### config.mk
export PLATFORM = sky130hd
export DESIGN_NAME = typed_cooldown_timer_pool_unit_flat
export DESIGN_NICKNAME = d
export VERILOG_FILES = /design/src/rtl/tctp_pkg.sv /design/src/rtl/tctp_in_if.sv /design/src/rtl/tctp_out_if.sv /design/src/rtl/tctp_ctrl.sv /design/src/rtl/tctp_dpath.sv /design/src/rtl/typed_cooldown_timer_pool_unit.sv /design/src/flat_wrapper.sv
export SDC_FILE = /design/constraint.sdc
export NUM_CORES = 1
export LEC_CHECK = 0
export BUFFER_PORTS_ARGS = -buffer_cell sky130_fd_sc_hd__buf_4
export CORE_UTILIZATION = 66
export CTS_BUF_LIST = sky130_fd_sc_hd__clkbuf_4 sky130_fd_sc_hd__clkbuf_8
export DETAILED_ROUTE_END_ITERATION = 6
export PLACE_DENSITY = 0.83
export SLEW_MARGIN = 20
export SYNTH_ARGS = -nofsm -noshare
export SYNTH_HDL_FRONTEND = slang
export SYNTH_SLANG_ARGS = --single-unit
### constraint.sdc
create_clock -name clk -period 12.13 [get_ports clk]
set_input_delay 3.639 -clock clk [delete_from_list [all_inputs] [get_ports clk]]
set_output_delay 3.639 -clock clk [all_outputs]
set_load 0.01 [all_outputs]
### src/rtl/tctp_pkg.sv
// Shared types and operation codes of the typed cooldown timer pool.
`default_nettype none
package tctp_pkg;

  localparam int KIND_W = 3;
  localparam int TYPE_W = 8;
  localparam int TIME_W = 16;
  localparam int IDX_W  = 4;

  localparam logic [KIND_W-1:0] KIND_ADD   = 3'd0;
  localparam logic [KIND_W-1:0] KIND_CHECK = 3'd1;
  localparam logic [KIND_W-1:0] KIND_FIND  = 3'd2;
  localparam logic [KIND_W-1:0] KIND_RESET = 3'd3;
  localparam logic [KIND_W-1:0] KIND_TICK  = 3'd4;
  localparam logic [KIND_W-1:0] KIND_CLEAR = 3'd5;

  // Payload of one slot, held in the slot memory
  typedef struct packed {
    logic [TYPE_W-1:0] typ;
    logic [TIME_W-1:0] dur;
    logic [TIME_W-1:0] ela;
    logic              rec;
  } slot_ent_t;

  // Controller to datapath
  typedef struct packed {
    logic load;   // op fields latched, accumulators cleared
    logic scan;   // a slot's data sits in the read register
    logic step;   // commit the current slot
    logic rd_en;  // fetch the slot at rd_addr
    logic fin;    // commit the op and present its closing result
  } ctrl_cmd_t;

  // Datapath to controller
  typedef struct packed {
    logic emit_need;  // current slot produces a completion transfer
    logic out_free;   // output register can take a result this cycle
  } dp_sts_t;

endpackage
`default_nettype wire

### src/rtl/tctp_in_if.sv
// Input channel of the timer pool: operation items.
`default_nettype none
interface tctp_in_if;
  logic                        valid;
  logic                        ready;
  logic [tctp_pkg::KIND_W-1:0] kind;
  logic [tctp_pkg::TYPE_W-1:0] event_type;
  logic [tctp_pkg::TIME_W-1:0] duration;
  logic                        recycle;

  modport source (output valid, kind, event_type, duration, recycle, input ready);
  modport sink (input valid, kind, event_type, duration, recycle, output ready);
endinterface
`default_nettype wire

### src/rtl/tctp_out_if.sv
// Output channel of the timer pool: result items.
`default_nettype none
interface tctp_out_if;
  logic                        valid;
  logic                        ready;
  logic                        hit;
  logic [tctp_pkg::IDX_W-1:0]  slot_index;
  logic [tctp_pkg::TYPE_W-1:0] done_type;
  logic                        last;

  modport source (output valid, hit, slot_index, done_type, last, input ready);
  modport sink (input valid, hit, slot_index, done_type, last, output ready);
endinterface
`default_nettype wire

### src/rtl/tctp_ctrl.sv
// Controller of the timer pool: op sequencing and the slot walk counter.
`default_nettype none
module tctp_ctrl #(
  parameter int SLOTS = 16,
  parameter int SW    = $clog2(SLOTS)
) (
  input  logic                clk,
  input  logic                rst,
  input  logic                req_valid,
  output logic                idle,
  input  tctp_pkg::dp_sts_t   sts,
  output tctp_pkg::ctrl_cmd_t cmd,
  output logic [SW-1:0]       idx,
  output logic [SW-1:0]       rd_addr
);

  localparam logic [1:0] ST_IDLE = 2'd0;
  localparam logic [1:0] ST_SCAN = 2'd1;
  localparam logic [1:0] ST_FIN  = 2'd2;

  localparam logic [SW-1:0] IDX_LAST = SW'(SLOTS - 1);

  logic [1:0] state;
  logic [1:0] state_next;
  logic       at_last;

  assign at_last = (idx == IDX_LAST);
  assign idle    = (state == ST_IDLE);

  always_comb begin
    state_next = state;
    cmd        = '0;
    rd_addr    = '0;
    unique case (state)
      ST_IDLE: begin
        if (req_valid) begin
          cmd.load   = 1'b1;
          cmd.rd_en  = 1'b1;
          state_next = ST_SCAN;
        end
      end
      ST_SCAN: begin
        cmd.scan = 1'b1;
        // a completing slot holds the walk until the output register frees
        cmd.step = !sts.emit_need || sts.out_free;
        if (cmd.step) begin
          if (at_last) begin
            state_next = ST_FIN;
          end else begin
            cmd.rd_en = 1'b1;
            rd_addr   = idx + SW'(1);
          end
        end
      end
      ST_FIN: begin
        cmd.fin = sts.out_free;
        if (sts.out_free) begin
          state_next = ST_IDLE;
        end
      end
      default: begin
        state_next = ST_IDLE;
      end
    endcase
  end

  always_ff @(posedge clk) begin
    if (rst) begin
      state <= ST_IDLE;
      idx   <= '0;
    end else begin
      state <= state_next;
      if (cmd.load) begin
        idx <= '0;
      end else if (cmd.step && !at_last) begin
        idx <= idx + SW'(1);
      end
    end
  end

endmodule
`default_nettype wire

### src/rtl/tctp_dpath.sv
// Datapath of the timer pool: slot store, per-slot update, search state, result register.
`default_nettype none
module tctp_dpath #(
  parameter int SLOTS = 16,
  parameter int SW    = $clog2(SLOTS)
) (
  input  logic                        clk,
  input  logic                        rst,
  input  tctp_pkg::ctrl_cmd_t         cmd,
  input  logic [SW-1:0]               idx,
  input  logic [SW-1:0]               rd_addr,
  output tctp_pkg::dp_sts_t           sts,
  input  logic [tctp_pkg::KIND_W-1:0] op_kind,
  input  logic [tctp_pkg::TYPE_W-1:0] op_type,
  input  logic [tctp_pkg::TIME_W-1:0] op_dur,
  input  logic                        op_rec,
  output logic                        rsp_valid,
  input  logic                        rsp_ready,
  output logic                        rsp_hit,
  output logic [tctp_pkg::IDX_W-1:0]  rsp_index,
  output logic [tctp_pkg::TYPE_W-1:0] rsp_type,
  output logic                        rsp_last
);

  tctp_pkg::slot_ent_t mem [SLOTS];
  tctp_pkg::slot_ent_t rdata;

  logic [tctp_pkg::KIND_W-1:0] kind_r;
  logic [tctp_pkg::TYPE_W-1:0] typ_r;
  logic [tctp_pkg::TIME_W-1:0] dur_r;
  logic                        rec_r;

  logic [SLOTS-1:0] used;
  logic [SLOTS-1:0] cmpl;

  logic          found;
  logic          found_cmp;
  logic [SW-1:0] found_idx;
  logic          free_found;
  logic [SW-1:0] free_idx;
  logic          any_match;

  logic cur_used;
  logic cur_cmpl;
  logic match;
  logic live;
  logic expire_zero;
  logic expire;
  logic is_free;
  logic add_ok;

  logic                we;
  logic [SW-1:0]       wa;
  tctp_pkg::slot_ent_t wd;
  logic                wr_scan;

  logic                        fin_hit;
  logic [SW-1:0]               fin_idx;
  logic [SW+tctp_pkg::IDX_W-1:0] idx_ext;
  logic [SW+tctp_pkg::IDX_W-1:0] fin_ext;
  logic                        emit_do;
  logic                        out_free;

  assign cur_used    = used[idx];
  assign cur_cmpl    = cmpl[idx];
  assign match       = cur_used && (rdata.typ == typ_r);
  assign live        = cur_used && (rdata.typ != '0);
  assign expire_zero = live && cur_cmpl && !rdata.rec;
  assign expire      = live && !expire_zero && (rdata.ela >= rdata.dur);
  assign is_free     = !cur_used || (rdata.typ == '0);
  assign add_ok      = !(found && !found_cmp) && free_found;

  assign out_free      = !rsp_valid || rsp_ready;
  assign sts.out_free  = out_free;
  // only looked at while walking; kept free of the command lines
  assign sts.emit_need = (kind_r == tctp_pkg::KIND_TICK) && expire;
  assign emit_do       = cmd.step && cmd.scan && sts.emit_need;

  // slot write-back during the walk, and the new slot written by an add at the close
  always_comb begin
    wr_scan = 1'b0;
    wd      = rdata;
    unique case (kind_r)
      tctp_pkg::KIND_RESET: begin
        wr_scan = match;
        wd.ela  = '0;
      end
      tctp_pkg::KIND_TICK: begin
        if (expire) begin
          wr_scan = 1'b1;
          wd.ela  = '0;
        end else if (live && !cur_cmpl && !expire_zero) begin
          wr_scan = 1'b1;
          wd.ela  = rdata.ela + tctp_pkg::TIME_W'(1);
        end
      end
      default: begin
        wr_scan = 1'b0;
      end
    endcase
    if (cmd.fin) begin
      wd.typ = typ_r;
      wd.dur = dur_r;
      wd.ela = '0;
      wd.rec = rec_r;
    end
  end

  assign we = (cmd.step && wr_scan) || (cmd.fin && (kind_r == tctp_pkg::KIND_ADD) && add_ok);
  assign wa = cmd.fin ? free_idx : idx;

  always_ff @(posedge clk) begin
    if (we) begin
      mem[wa] <= wd;
    end
    if (cmd.rd_en) begin
      rdata <= mem[rd_addr];
    end
  end

  always_ff @(posedge clk) begin
    if (cmd.load) begin
      kind_r <= op_kind;
      typ_r  <= op_type;
      dur_r  <= op_dur;
      rec_r  <= op_rec;
    end
  end

  always_ff @(posedge clk) begin
    if (rst) begin
      used       <= '0;
      cmpl       <= '0;
      found      <= 1'b0;
      found_cmp  <= 1'b0;
      found_idx  <= '0;
      free_found <= 1'b0;
      free_idx   <= '0;
      any_match  <= 1'b0;
    end else if (cmd.load) begin
      found      <= 1'b0;
      found_cmp  <= 1'b0;
      found_idx  <= '0;
      free_found <= 1'b0;
      free_idx   <= '0;
      any_match  <= 1'b0;
    end else if (cmd.step) begin
      if (match && !found) begin
        found     <= 1'b1;
        found_cmp <= cur_cmpl;
        found_idx <= idx;
      end
      if ((kind_r == tctp_pkg::KIND_ADD) && is_free && !free_found) begin
        free_found <= 1'b1;
        free_idx   <= idx;
      end
      if ((kind_r == tctp_pkg::KIND_RESET) && match) begin
        cmpl[idx] <= 1'b0;
        any_match <= 1'b1;
      end
      if (kind_r == tctp_pkg::KIND_TICK) begin
        if (expire_zero) begin
          used[idx] <= 1'b0;
          cmpl[idx] <= 1'b0;
        end else if (expire) begin
          cmpl[idx] <= 1'b1;
        end
      end
    end else if (cmd.fin) begin
      if ((kind_r == tctp_pkg::KIND_ADD) && add_ok) begin
        used[free_idx] <= 1'b1;
        cmpl[free_idx] <= 1'b0;
      end
      if (kind_r == tctp_pkg::KIND_CLEAR) begin
        used <= '0;
        cmpl <= '0;
      end
    end
  end

  // closing result of each op
  always_comb begin
    fin_hit = 1'b0;
    fin_idx = '0;
    unique case (kind_r)
      tctp_pkg::KIND_ADD: begin
        fin_hit = add_ok;
        fin_idx = add_ok ? free_idx : '0;
      end
      tctp_pkg::KIND_CHECK: begin
        fin_hit = found && !found_cmp;
      end
      tctp_pkg::KIND_FIND: begin
        fin_hit = found;
        fin_idx = found_idx;
      end
      tctp_pkg::KIND_RESET: begin
        fin_hit = any_match;
      end
      default: begin
        fin_hit = 1'b0;
      end
    endcase
  end

  // slot numbers beyond four bits report their low bits
  assign idx_ext = {{tctp_pkg::IDX_W{1'b0}}, idx};
  assign fin_ext = {{tctp_pkg::IDX_W{1'b0}}, fin_idx};

  always_ff @(posedge clk) begin
    if (rst) begin
      rsp_valid <= 1'b0;
    end else if (emit_do || cmd.fin) begin
      rsp_valid <= 1'b1;
    end else if (rsp_ready) begin
      rsp_valid <= 1'b0;
    end
  end

  always_ff @(posedge clk) begin
    if (emit_do) begin
      rsp_hit   <= 1'b1;
      rsp_index <= idx_ext[tctp_pkg::IDX_W-1:0];
      rsp_type  <= rdata.typ;
      rsp_last  <= 1'b0;
    end else if (cmd.fin) begin
      rsp_hit   <= fin_hit;
      rsp_index <= fin_ext[tctp_pkg::IDX_W-1:0];
      rsp_type  <= '0;
      rsp_last  <= 1'b1;
    end
  end

endmodule
`default_nettype wire

### src/rtl/typed_cooldown_timer_pool_unit.sv
// Top level of the typed cooldown timer pool.
//
//   channel | dir | payload                                    | transfer
//   req     | in  | kind, event_type, duration, recycle        | valid & ready
//   rsp     | out | hit, slot_index, done_type, last           | valid & ready
//
// Every op walks the slot memory one slot a cycle through the single slot memory
// read port: a fetch of the first slot, a step per slot, then a closing step. A
// tick completion waits in its slot step while the output register is full, and
// the closing step waits likewise. req is ready only between ops.
// Reset clears the used and complete flags; the slot memory needs no sweep.
`default_nettype none
module typed_cooldown_timer_pool_unit #(
  parameter int SLOTS = 16
) (
  input logic        clk,
  input logic        rst,
  tctp_in_if.sink    req,
  tctp_out_if.source rsp
);

  localparam int SW = $clog2(SLOTS);

  tctp_pkg::ctrl_cmd_t cmd;
  tctp_pkg::dp_sts_t   sts;
  logic [SW-1:0]       idx;
  logic [SW-1:0]       rd_addr;
  logic                idle;

  assign req.ready = idle;

  tctp_ctrl #(
    .SLOTS (SLOTS),
    .SW    (SW)
  ) u_ctrl (
    .clk       (clk),
    .rst       (rst),
    .req_valid (req.valid),
    .idle      (idle),
    .sts       (sts),
    .cmd       (cmd),
    .idx       (idx),
    .rd_addr   (rd_addr)
  );

  tctp_dpath #(
    .SLOTS (SLOTS),
    .SW    (SW)
  ) u_dpath (
    .clk       (clk),
    .rst       (rst),
    .cmd       (cmd),
    .idx       (idx),
    .rd_addr   (rd_addr),
    .sts       (sts),
    .op_kind   (req.kind),
    .op_type   (req.event_type),
    .op_dur    (req.duration),
    .op_rec    (req.recycle),
    .rsp_valid (rsp.valid),
    .rsp_ready (rsp.ready),
    .rsp_hit   (rsp.hit),
    .rsp_index (rsp.slot_index),
    .rsp_type  (rsp.done_type),
    .rsp_last  (rsp.last)
  );

endmodule
`default_nettype wire
### src/flat_wrapper.sv
// flat-port wrapper written by rule: the top's interface ports become plain ports
module typed_cooldown_timer_pool_unit_flat 
#(
  parameter int SLOTS = 16
)
  (clk, rst, req_valid, req_kind, req_event_type, req_duration, req_recycle, req_ready, rsp_valid, rsp_hit, rsp_slot_index, rsp_done_type, rsp_last, rsp_ready);
  tctp_in_if req_i ();
  tctp_out_if rsp_i ();
  input logic clk;
  input logic rst;
  input wire logic [$bits(req_i.valid)-1:0] req_valid;
  input wire logic [$bits(req_i.kind)-1:0] req_kind;
  input wire logic [$bits(req_i.event_type)-1:0] req_event_type;
  input wire logic [$bits(req_i.duration)-1:0] req_duration;
  input wire logic [$bits(req_i.recycle)-1:0] req_recycle;
  output wire logic [$bits(req_i.ready)-1:0] req_ready;
  output wire logic [$bits(rsp_i.valid)-1:0] rsp_valid;
  output wire logic [$bits(rsp_i.hit)-1:0] rsp_hit;
  output wire logic [$bits(rsp_i.slot_index)-1:0] rsp_slot_index;
  output wire logic [$bits(rsp_i.done_type)-1:0] rsp_done_type;
  output wire logic [$bits(rsp_i.last)-1:0] rsp_last;
  input wire logic [$bits(rsp_i.ready)-1:0] rsp_ready;
  assign req_i.valid = req_valid;
  assign req_i.kind = req_kind;
  assign req_i.event_type = req_event_type;
  assign req_i.duration = req_duration;
  assign req_i.recycle = req_recycle;
  assign req_ready = req_i.ready;
  assign rsp_valid = rsp_i.valid;
  assign rsp_hit = rsp_i.hit;
  assign rsp_slot_index = rsp_i.slot_index;
  assign rsp_done_type = rsp_i.done_type;
  assign rsp_last = rsp_i.last;
  assign rsp_i.ready = rsp_ready;
  typed_cooldown_timer_pool_unit #(.SLOTS(SLOTS)) u_core (.clk(clk), .rst(rst), .req(req_i), .rsp(rsp_i));
endmodule
# Word-level counts from Yosys, hierarchy flattened
# Memories as Yosys holds them, arrays and structs flattened. A register that Yosys moved wholly into a read port is not among the register bits.
# Cells that the tools add are included.
word_totals:
  out_inout_bits: 16
  memories: 1
  ff_bits: 93
  ram_bits: 656
  input_bits: 32
mem_list:
  columns: ["name", "words", "width", "rd", "rd_clocked_by_memory_dff", "write_ports", "line_no", "rtl"]
  rows:
  - ["u_core.u_dpath.mem", 16, 41, 1, 1, 1, "tctp_dpath.sv:25", "tctp_pkg::slot_ent_t mem [SLOTS];"]
op_classes:
  muxes: 59
  add_sub_neg: 2
  n_bitwise: 9
  n_lt_le_gt_ge: 5
  eq_ne: 15
  reduce_logical: 55
ops:
  columns: ["operator", "count"]
  rows:
  - ["2-to-1 mux 16 bit", 19]
  - ["bitwise AND 16 bit", 4]
  - ["2-to-1 mux 41 bit", 1]
  - ["NOT 16 bit", 2]
  - ["OR 16 bit", 2]
  - ["case mux 16 bit (2 select lines)", 1]
  - ["2-to-1 mux 4 bit", 7]
  - ["logical AND 1 bit", 24]
  - ["adder 16 x 1 -> 16 bit, second input constant", 1]
  - [">= comparator 16 bit", 1]
  - ["2-to-1 mux 8 bit", 2]
  - ["2-to-1 mux 1 bit", 15]
  - ["!= test 2 bit, second input constant", 6]
  - ["zero test 1 bit", 11]
  - ["less-than comparator 4 x 5 -> 1 bit, second input constant", 2]
  - ["2-to-1 mux 2 bit", 5]
  - ["binary-select mux 1 bit (select 4 bit)", 2]
  - ["demux 1 bit (select 4 bit)", 2]
  - ["equality test 8 bit", 1]
  - [">= comparator 4 x 1 -> 1 bit, second input constant", 2]
  - ["zero test 8 bit", 1]
  - ["case mux 4 bit (2 select lines)", 1]
  - ["nonzero test 8 bit", 1]
  - ["equality test 3 x 2 -> 1 bit, second input constant", 2]
  - ["20 further kinds", 30]

# Logic depth before layout (Yosys ltp)
# Gate-level depths: netlist of run 1.
depth:
  word_depth: 20
  mapped_depth: 14

# Hierarchy
# A second synthesis of run 1 with hierarchy kept.
hier_totals:
  cells_unflattened: 1716
  hier_area_um2: 32044.5
modules_own_cells:
  columns: ["mod", "instances", "cells_each", "area_per_inst_um2", "seq_area_each_um2"]
  rows:
  - ["tctp_dpath", 1, 1667, 31655.4, 23072.1]
  - ["tctp_ctrl", 1, 49, 389.1, 120.1]

# Least setup slack after synthesis of run 1
# OpenSTA, ideal clock, no wires.
synth_path:
  path_type: "input-to-reg"
  from: "in rsp_ready"
  to: "mem u_core.u_dpath.mem[1][0] (netlist bit) (enable)"
  t_arrival_ps: 7445
  required_ps: 11640
  path_slack_ps: 4195
  stages: 6
  n_path_buf: 2
  setup_time_ps: 490
  cell_sequence: "nand2b_1 > and2_1 > clkbuf_1 > clkbuf_1 > a21oi_1 > nor3_1"
synth_between:
  elab_chain_len: 7
  word_cells_on_any_way: 11
  cone_classes: "mux: 5; reduce/logical: 6"
synth_lines:
  columns: ["item", "line_no", "rtl"]
  rows:
  - ["from (decl)", "flat_wrapper.sv:22", "input wire logic [$bits(rsp_i.ready)-1:0] rsp_ready;"]
  - ["logical OR 1 bit (*)", "tctp_dpath.sv:73", "assign out_free = !rsp_valid || rsp_ready;"]
  - ["logical OR 1 bit / 2-to-1 mux 1 bit (equally long branches)", "tctp_ctrl.sv:45, tctp_ctrl.sv:34", null]
  - ["2-to-1 mux 2 bit / logical AND 1 bit (equally long branches)", "tctp_ctrl.sv:34, tctp_dpath.sv:109", null]
  - ["logical AND 1 bit", "tctp_dpath.sv:109", "assign we = (cmd.step && wr_scan) || (cmd.fin && (kind_r == tctp_pkg::KIND_ADD) && add_ok);"]
  - ["logical OR 1 bit", "tctp_dpath.sv:109", null]
  - ["2-to-1 mux 1 bit", "tctp_dpath.sv:113", "if (we) begin"]
  - ["2-to-1 mux 1 bit (not written as such)", "tctp_dpath.sv:114", "mem[wa] <= wd;"]
  - ["to (decl)", "tctp_dpath.sv:25", null]
# Every way passes the cells marked *; elsewhere a longest branch is shown, timed or not.

# Worst setup path after layout of run 1
layout_path:
  from: "in rsp_ready"
  to: "reg u_core.u_dpath.cmpl[10]"
layout_between:
  elab_chain_len: 5
  word_cells_on_any_way: 8
  cone_classes: "mux: 3; reduce/logical: 5"
layout_lines:
  columns: ["item", "line_no", "rtl"]
  rows:
  - ["logical OR 1 bit (*)", "tctp_dpath.sv:73", null]
  - ["logical OR 1 bit", "tctp_ctrl.sv:45", "cmd.step = !sts.emit_need || sts.out_free;"]
  - ["2-to-1 mux 2 bit", "tctp_ctrl.sv:34", "unique case (state)"]
  - ["nonzero test 3 bit (no line) / nonzero test 2 bit (equally long branches)", null, null]
  - ["AND reduction 3 bit (no line)", null, null]
  - ["to (signal assigned)", "tctp_dpath.sv:133", "cmpl <= '0;"]
  - ["to (signal, indexed assignment)", "tctp_dpath.sv:158", "cmpl[idx] <= 1'b0;"]
  - ["to (signal, indexed assignment)", "tctp_dpath.sv:164", "cmpl[idx] <= 1'b0;"]
  - ["to (decl)", "tctp_dpath.sv:34", "logic [SLOTS-1:0] cmpl;"]
# Marked as above.
# A chain may end at the register's enable or synchronous reset.

==> flow_summary.ini, run 1 <==
[cells_and_area]
drive_gt1_share_pct = 17.93
fin_area_um2 = 36080
final_nets = 2422
num_antenna_cells = 0
fin_cells = 3123
post-route-util_pct = 73.87
syn_to_final_growth_pct = 10.63

[die]
row_count = 81
core-area_um2 = 48850
dieArea_um2 = 50310
ios = 48
start_util_pct = 66.77
die_w_um = 224.3
fp.dieH_um = 224.3

[sta]
max_freq_mhz = 174.2
finClkSkew_ns = 0.04535
tightest_slew_ns = 1.157
rsz0062_at_grt = false
period_needed_ns = 5.741
tns_ns = 0
period_share_pct = 47.32
maxSlewViolCount = 0
relSlewSlack_pct = 22.07
layout_setup_ws_ns = 6.389
setup_viol = 0
timing.final.hold_violations = 0
whs_ns = 0.4690

[clock_tree]
clkSlewWorstSetupHoldPaths_ns = 0.06
cts_buffers = 117
h-tree-depth = 3
clkLatencyLatePin_ns = 0.75
cts_buffer_depth = 3
ctsRootBufferMaster = clkbuf_8
ctsResizeCount = 0
tritoncts = built
postCtsSetupRepairBufs = 0
postCtsHoldBufs = 0
clock_sinks = 790

[global_routing]
gr-total-overflow = 0
antenna_found_initial = 0
first_global_vias = 21090
track_usage_pct = 32.32
grt_first_pass_wirelength_um = 122400
grt_max_degree = 81

[place]
dp_cells = 2913
place.gp.congestion = 0.9276
placed_area_um2 = 33790
place_ws_ns = 5.785
numPortBuffers = 47
dpl.hpwl_um = 45390

[critical_path]
r2r_slack_ns = 7.00
crit_type = in -> reg
required_ns = 12.78
crit_chain = buf_4 -> nand2b_1 -> and2_2 -> buf_4 -> o21ai_0 -> a21oi_1 -> a32o_1
r2r_cells = 11
slowest_delay_ns = 1.02
arrival_ns = 6.39
start_kind = primary input
critPathMaxFanout = 62
critPathTopFamily = compound AO/OA/AOI/OAI gates
timing.rr.end = u_core.u_dpath.rdata[40]
path_common_cell = buf_4
critPathCaptureType = register
crit-reg2reg-launch = u_core.u_ctrl.idx[0]
cp_slowest_cell = a21oi_1
worst-path-buf-inv = 2

[power_and_ir_drop]
ir_drop_uv = 127.8
powerDensity_nw_per_um2 = 150.4
power_mw = 5.427
power_leakage_nw = 10.99

[yosys]
synth_top_family_by_area = compound AO/OA/AOI/OAI gates
yosys_warnings = 0
ys_types = 64
synth_fa_ha_area_share_pct = 0.8056
synth_edf_count = 737
synth.ff_latch_count = 790
synth_cells = 2299
post_synth_and_or_nand_nor_area_fraction_pct = 6.821
synth_mux_area_share_pct = 6.414
synth.net_count = 2352
async_flop_share_pct = 0
synth_xor_area_share_pct = 0.2685
ys.flop_type = edfxtp_1
synth_area_um2 = 32620
yosysSeqAreaShare_pct = 71.11
syn-mean-instance-area_um2 = 14.19
synth-compound-area-share_pct = 12.24

[drt]
drtIter0Drc = 3214
routed_wl_um = 81410
firstDrtPassIters = 6
drt_drc_violations_left = 0
detail-route-antenna-nets = 0
via_count = 21770
routed_via_density = 6.970
wl_per_cell_um = 26.07

[min_path]
worstHoldStart = u_core.u_dpath.used[10]
holdCritPathClass = reg -> reg
hold_path_depth = 1
hold_end = u_core.u_dpath.used[10]

[flow_run]
max_cap_viol_count = 0

[status]
outcome = finished, final reports clean
[Yosys cell counts, drive strengths merged, types with 20 or more instances]
cell type | instances | area [um^2]
dfxtp | 53 | 1061
nand3 | 39 | 200.2
a22oi | 44 | 330.3
mux2i | 92 | 920.9
o2111ai | 43 | 376.6
nor3 | 64 | 320.3
nand2 | 143 | 536.8
a21oi | 148 | 740.7
clkbuf | 125 | 469.2
o221ai | 81 | 709.4
inv | 30 | 112.6
nor2 | 174 | 660.6
o21ai | 140 | 700.7
ha | 21 | 262.8
edfxtp | 737 | 22130
o22ai | 59 | 369.1
buf | 37 | 182.7
a31oi | 20 | 125.1
mux2 | 86 | 968.4
[cells by family (layout without fill, tap and decap cells)]
logic type                 count (synthesis)  count (layout)
adders and majority gates                 21              21
muxes                                    187             187
and+or+nand+nor                          495             495
AOI/OAI and AO/OA                        604             604
xor gates and xnor gates                  10              10
buffers and inverters                    192             352
DFF                                      790             790
[registers in the layout (all words and copies together), names as in the netlist, 2 cells and up]
register and cells:
u_core.u_ctrl.idx 4, u_core.u_ctrl.state 2, u_core.u_dpath.cmpl 16, u_core.u_dpath.dur_r 16
u_core.u_dpath.found_idx 4, u_core.u_dpath.free_idx 4, u_core.u_dpath.kind_r 3, u_core.u_dpath.mem 656
u_core.u_dpath.rdata 41, u_core.u_dpath.rsp_index 4, u_core.u_dpath.rsp_type 8, u_core.u_dpath.typ_r 8
u_core.u_dpath.used 16
[cell usage in the layout, fill, tap and decap left out, types with 5 or more instances in the layout]
master     instances
a21oi_1          143
a22oi_1           43
a2bb2o_1           7
a31oi_1           20
a32o_1            14
a41oi_1            8
and2_1            11
and3_1            10
buf_4            112
clkbuf_4          45
clkbuf_8         118
clkinv_1          31
clkinv_2           6
dfxtp_1           52
edfxtp_1         737
ha_1              21
inv_1             29
mux2_2            86
mux2i_1           92
mux4_2             9
nand2_1          139
nand2b_1          14
nand3_1           37
nor2_1           171
nor2b_1            7
nor3_1            47
nor3_2            17
nor4_1             5
o2111ai_1         43
o21ai_0          134
o221ai_1          81
o22ai_1           59
or3_1              5
xor2_1             8
[worst max-delay path by stage]
stage,start,endpoint,slack (ns),cells after the start
floorplan,rsp_ready,u_core.u_dpath.mem[1][0],4.20,6
global placement,rsp_ready,u_core.u_dpath.mem[6][14],5.90,8
detailed placement,rsp_ready,u_core.u_dpath.mem[7][23],5.79,8
CTS,rsp_ready,u_core.u_dpath.mem[7][20],6.54,8
global route,rsp_ready,u_core.u_dpath.cmpl[0],6.30,7
finish,rsp_ready,u_core.u_dpath.cmpl[10],6.39,7
[final cells by class]
type                            count  area, um^2
Sequential cell                   790       23200
Fill cell                        2892       12770
Multi-Input combinational cell   1317        8852
Clock buffer                      163        1962
Timing Repair Buffer              113       868.3
Tap cell                          664       830.8
Clock inverter                     46       261.5
Inverter                           30       112.6
[power breakdown]
part | switching (mW) | internal, mW | total, mW
Clock | 0.985 | 1.07 | 2.05
Combinational | 0.239 | 0.0932 | 0.332
Sequential | 0.0230 | 3.02 | 3.04
Total | 1.25 | 4.18 | 5.43
[layer usage]
metal	part of all wire [%]	global-route usage, %	vias up
met4	3.7	13.06	0
met1	37	44.14	10650
met5	0	0	-
met3	11	6.479	250
li1	-	-	9208
met2	48	51.59	1658
Power figures use the tool's default switching activity.
==> run 2, diff against run 1 <==
Settings changed: ABC_AREA set to 1, CORE_UTILIZATION 66 to 59, PLACE_DENSITY 0.83 to 0.78.
Clock period 12.13 ns to 5.2 ns, I/O delays scaled along.
==> flow_summary.ini, run 2 <==
[yosys]
synth.most_common_cell = edfxtp_1
synth.net_count = 3933
synth_edf_count = 737
synthTopCellsByArea = edfxtp_1, nand3_1, inv_1
async_flop_share_pct = 0
yosys_warnings = 0
ys.flop_type = edfxtp_1
yosysSeqAreaShare_pct = 62.44
ys_types = 38
synth.ff_latch_count = 790
synth_common_cells = edfxtp_1, inv_1, nand2_1, nand3_1, nor2_1
yosys.area.top_type_share_pct = 59.58
syn-mean-instance-area_um2 = 9.573
synth_area_um2 = 37140
synth_cells = 3880
yosys.area.top_type = edfxtp_1

[clock_tree]
cts_buffer_depth = 3
postCtsHoldBufs = 0
h-tree-depth = 4
cts_buffers = 130
clock_sinks = 790
ctsRootBufferMaster = clkbuf_8
clkLatencyLatePin_ns = 0.81
tritoncts = built
clkSlewWorstSetupHoldPaths_ns = 0.06
postCtsSetupRepairBufs = 0
ctsResizeCount = 0

[place]
dp_cells = 4616
place.gp.congestion = 0.9148
numPortBuffers = 47
dpl.hpwl_um = 51610
place_ws_ns = 0.7527

[sta]
period_share_pct = 82.61
tightest_slew_ns = 1.463
rsz0062_at_grt = false
timing.final.hold_violations = 0
finClkSkew_ns = 0.04940
period_needed_ns = 4.296
max_freq_mhz = 232.8
setup_viol = 0
relSlewSlack_pct = 2.456
maxSlewViolCount = 0
tns_ns = 0
layout_setup_ws_ns = 0.9040
whs_ns = 0.4689

[cells_and_area]
mostFrequentLayoutCell = edfxtp_1
nFillCells = 4716
layout_common_cells = edfxtp_1, inv_1, nand2_1
largest_register_ffs = 656
largestRegisters = u_core.u_dpath.mem x656, u_core.u_dpath.rdata x41
final_nets = 3964
syn_to_final_growth_pct = 10.63
top_register = u_core.u_dpath.mem
fin_cells = 4841
drive_gt1_share_pct = 9.718

[global_routing]
grt_max_degree = 209
first_global_vias = 27120
grt_first_pass_wirelength_um = 153100
use_met2_pct = 50.38
use_met1_pct = 40.91
antenna_found_initial = 1
track_usage_pct = 31.49
gr-total-overflow = 0
top_usage_layer = met2
met3_usage_pct = 6.918

[die]
dieArea_um2 = 63960
ios = 48
fp.dieH_um = 252.9
row_count = 91
core-area_um2 = 61940
start_util_pct = 59.97
die_w_um = 252.9

[power_and_ir_drop]
power_leakage_nw = 17.14
pwr-share-clk_pct = 38.6
seqPwrFrac_pct = 53.0
ir_drop_uv = 353.1
powerDensity_nw_per_um2 = 330.7
p_sw_mw = 3.328
internal_power_mw = 10.26
power_mw = 13.59
p_sw_share_pct = 24.49
power_frac_comb_pct = 8.4

[critical_path]
crit_chain = ha_1 -> a21oi_1 -> nor2_1 -> nor3_1 -> nand2_1 -> nand2_1 -> nand3_1 -> nand4_4 -> buf_12 -> buf_4 -> nand4_1 -> nand2_1 -> nand3_1 -> nand3_1 -> nand2_1
arrival_ns = 4.82
critPathMaxFanout = 208
slowest_delay_ns = 0.53
critPathCaptureType = register
r2r_cells = 15
path_common_cell = nand2_1
required_ns = 5.72
crit_start = u_core.u_dpath.rdata[6]
crit-reg2reg-launch = u_core.u_dpath.rdata[6]
start_kind = register
cp_slowest_cell = edfxtp_1
crit_type = reg -> reg

[drt]
routed_via_density = 5.914
firstDrtPassIters = 5
drtIter0Drc = 3928
wl_per_cell_um = 20.60
detail-route-antenna-nets = 0
routed_wl_um = 99720
drt_drc_violations_left = 0
via_count = 28630

[status]
outcome = finished, final reports clean

[min_path]
holdCritPathClass = reg -> reg
hold_path_depth = 2
worstHoldStart = u_core.u_dpath.found_cmp

[flow_run]
max_cap_viol_count = 0
## run 2: changes by cell type after synthesis, sizes merged, moves of 95 or more
cell / previous run / this run
nand4: 2 / 346
nor2: 174 / 472
nand2: 143 / 609
a21oi: 148 / 53
nand3: 39 / 503
inv: 30 / 640
## run 2: kinds of logic after synthesis
logic type	Yosys count	share of synthesized area, %
flops	790	62.44
compound gates	193	2.887
buf+inv	892	9.351
mux	1	0.02695
xor+xnor	18	0.4244
simple gates	1965	24.17
fa+ha+maj	21	0.7074
## run 2: final timing paths
| path | end | slack (ns) |
|---|---|---|
| hold reg to reg | u_core.u_dpath.found_cmp | 0.47 |
| hold / removal | u_core.u_dpath.found_cmp | 0.47 |
| setup / recovery | u_core.u_dpath.rdata[4] | 0.90 |
| setup reg to reg | u_core.u_dpath.rdata[4] | 0.90 |
## run 2: per-stage QoR
stage | instance area (um^2) | util, %
6_report | 41090 | 66.35
5_1_grt | 41090 | 66.35
4_1_cts | 41090 | 66.34
3_5_place_dp | 38640 | 62.39
3_3_place_gp | 38640 | 62.39
2_1_floorplan | 37140 | -
## run 2: worst max-delay path, delay by kind of cell, from the launching register on
kind | cells | cell delay (ns)
AND/OR/NAND/NOR | 11 | 1.45
buffers and inverters | 2 | 0.94
flip-flops | 1 | 0.53
adder cells (fa/ha/maj) | 1 | 0.37
AO/OA/AOI/OAI | 1 | 0.16
## run 2: layout make-up
type                            count  area (um^2)  share of cell area [%]
Antenna cell                        1        2.502                0.006089
Clock buffer                      185         2227                   5.420
Clock inverter                     39        222.7                  0.5420
Inverter                          643         2429                   5.910
Multi-Input combinational cell   2198        10650                   25.92
Sequential cell                   790        23190                   56.44
Tap cell                          837         1047                   2.548
Timing Repair Buffer              148         1324                   3.221
## run 2: layer usage
metal	wire (um)	share of wire, %	vias to the layer above
met4	3535	3.5	0
met3	11090	11	273
met1	38170	38	13430
met5	0	0	-
li1	-	-	13170
met2	46920	47	1757
## run 2: power groups by stage
stage          registers [mW]  logic (mW)  clock network, mW
4_1_cts                  7.20        1.12               5.28
2_1_floorplan            7.31       0.746                  0
3_3_place_gp             7.33        1.10                  0
6_report                 7.20        1.15               5.24
3_5_place_dp             7.33        1.12                  0
5_1_grt                  7.20        1.25               5.53
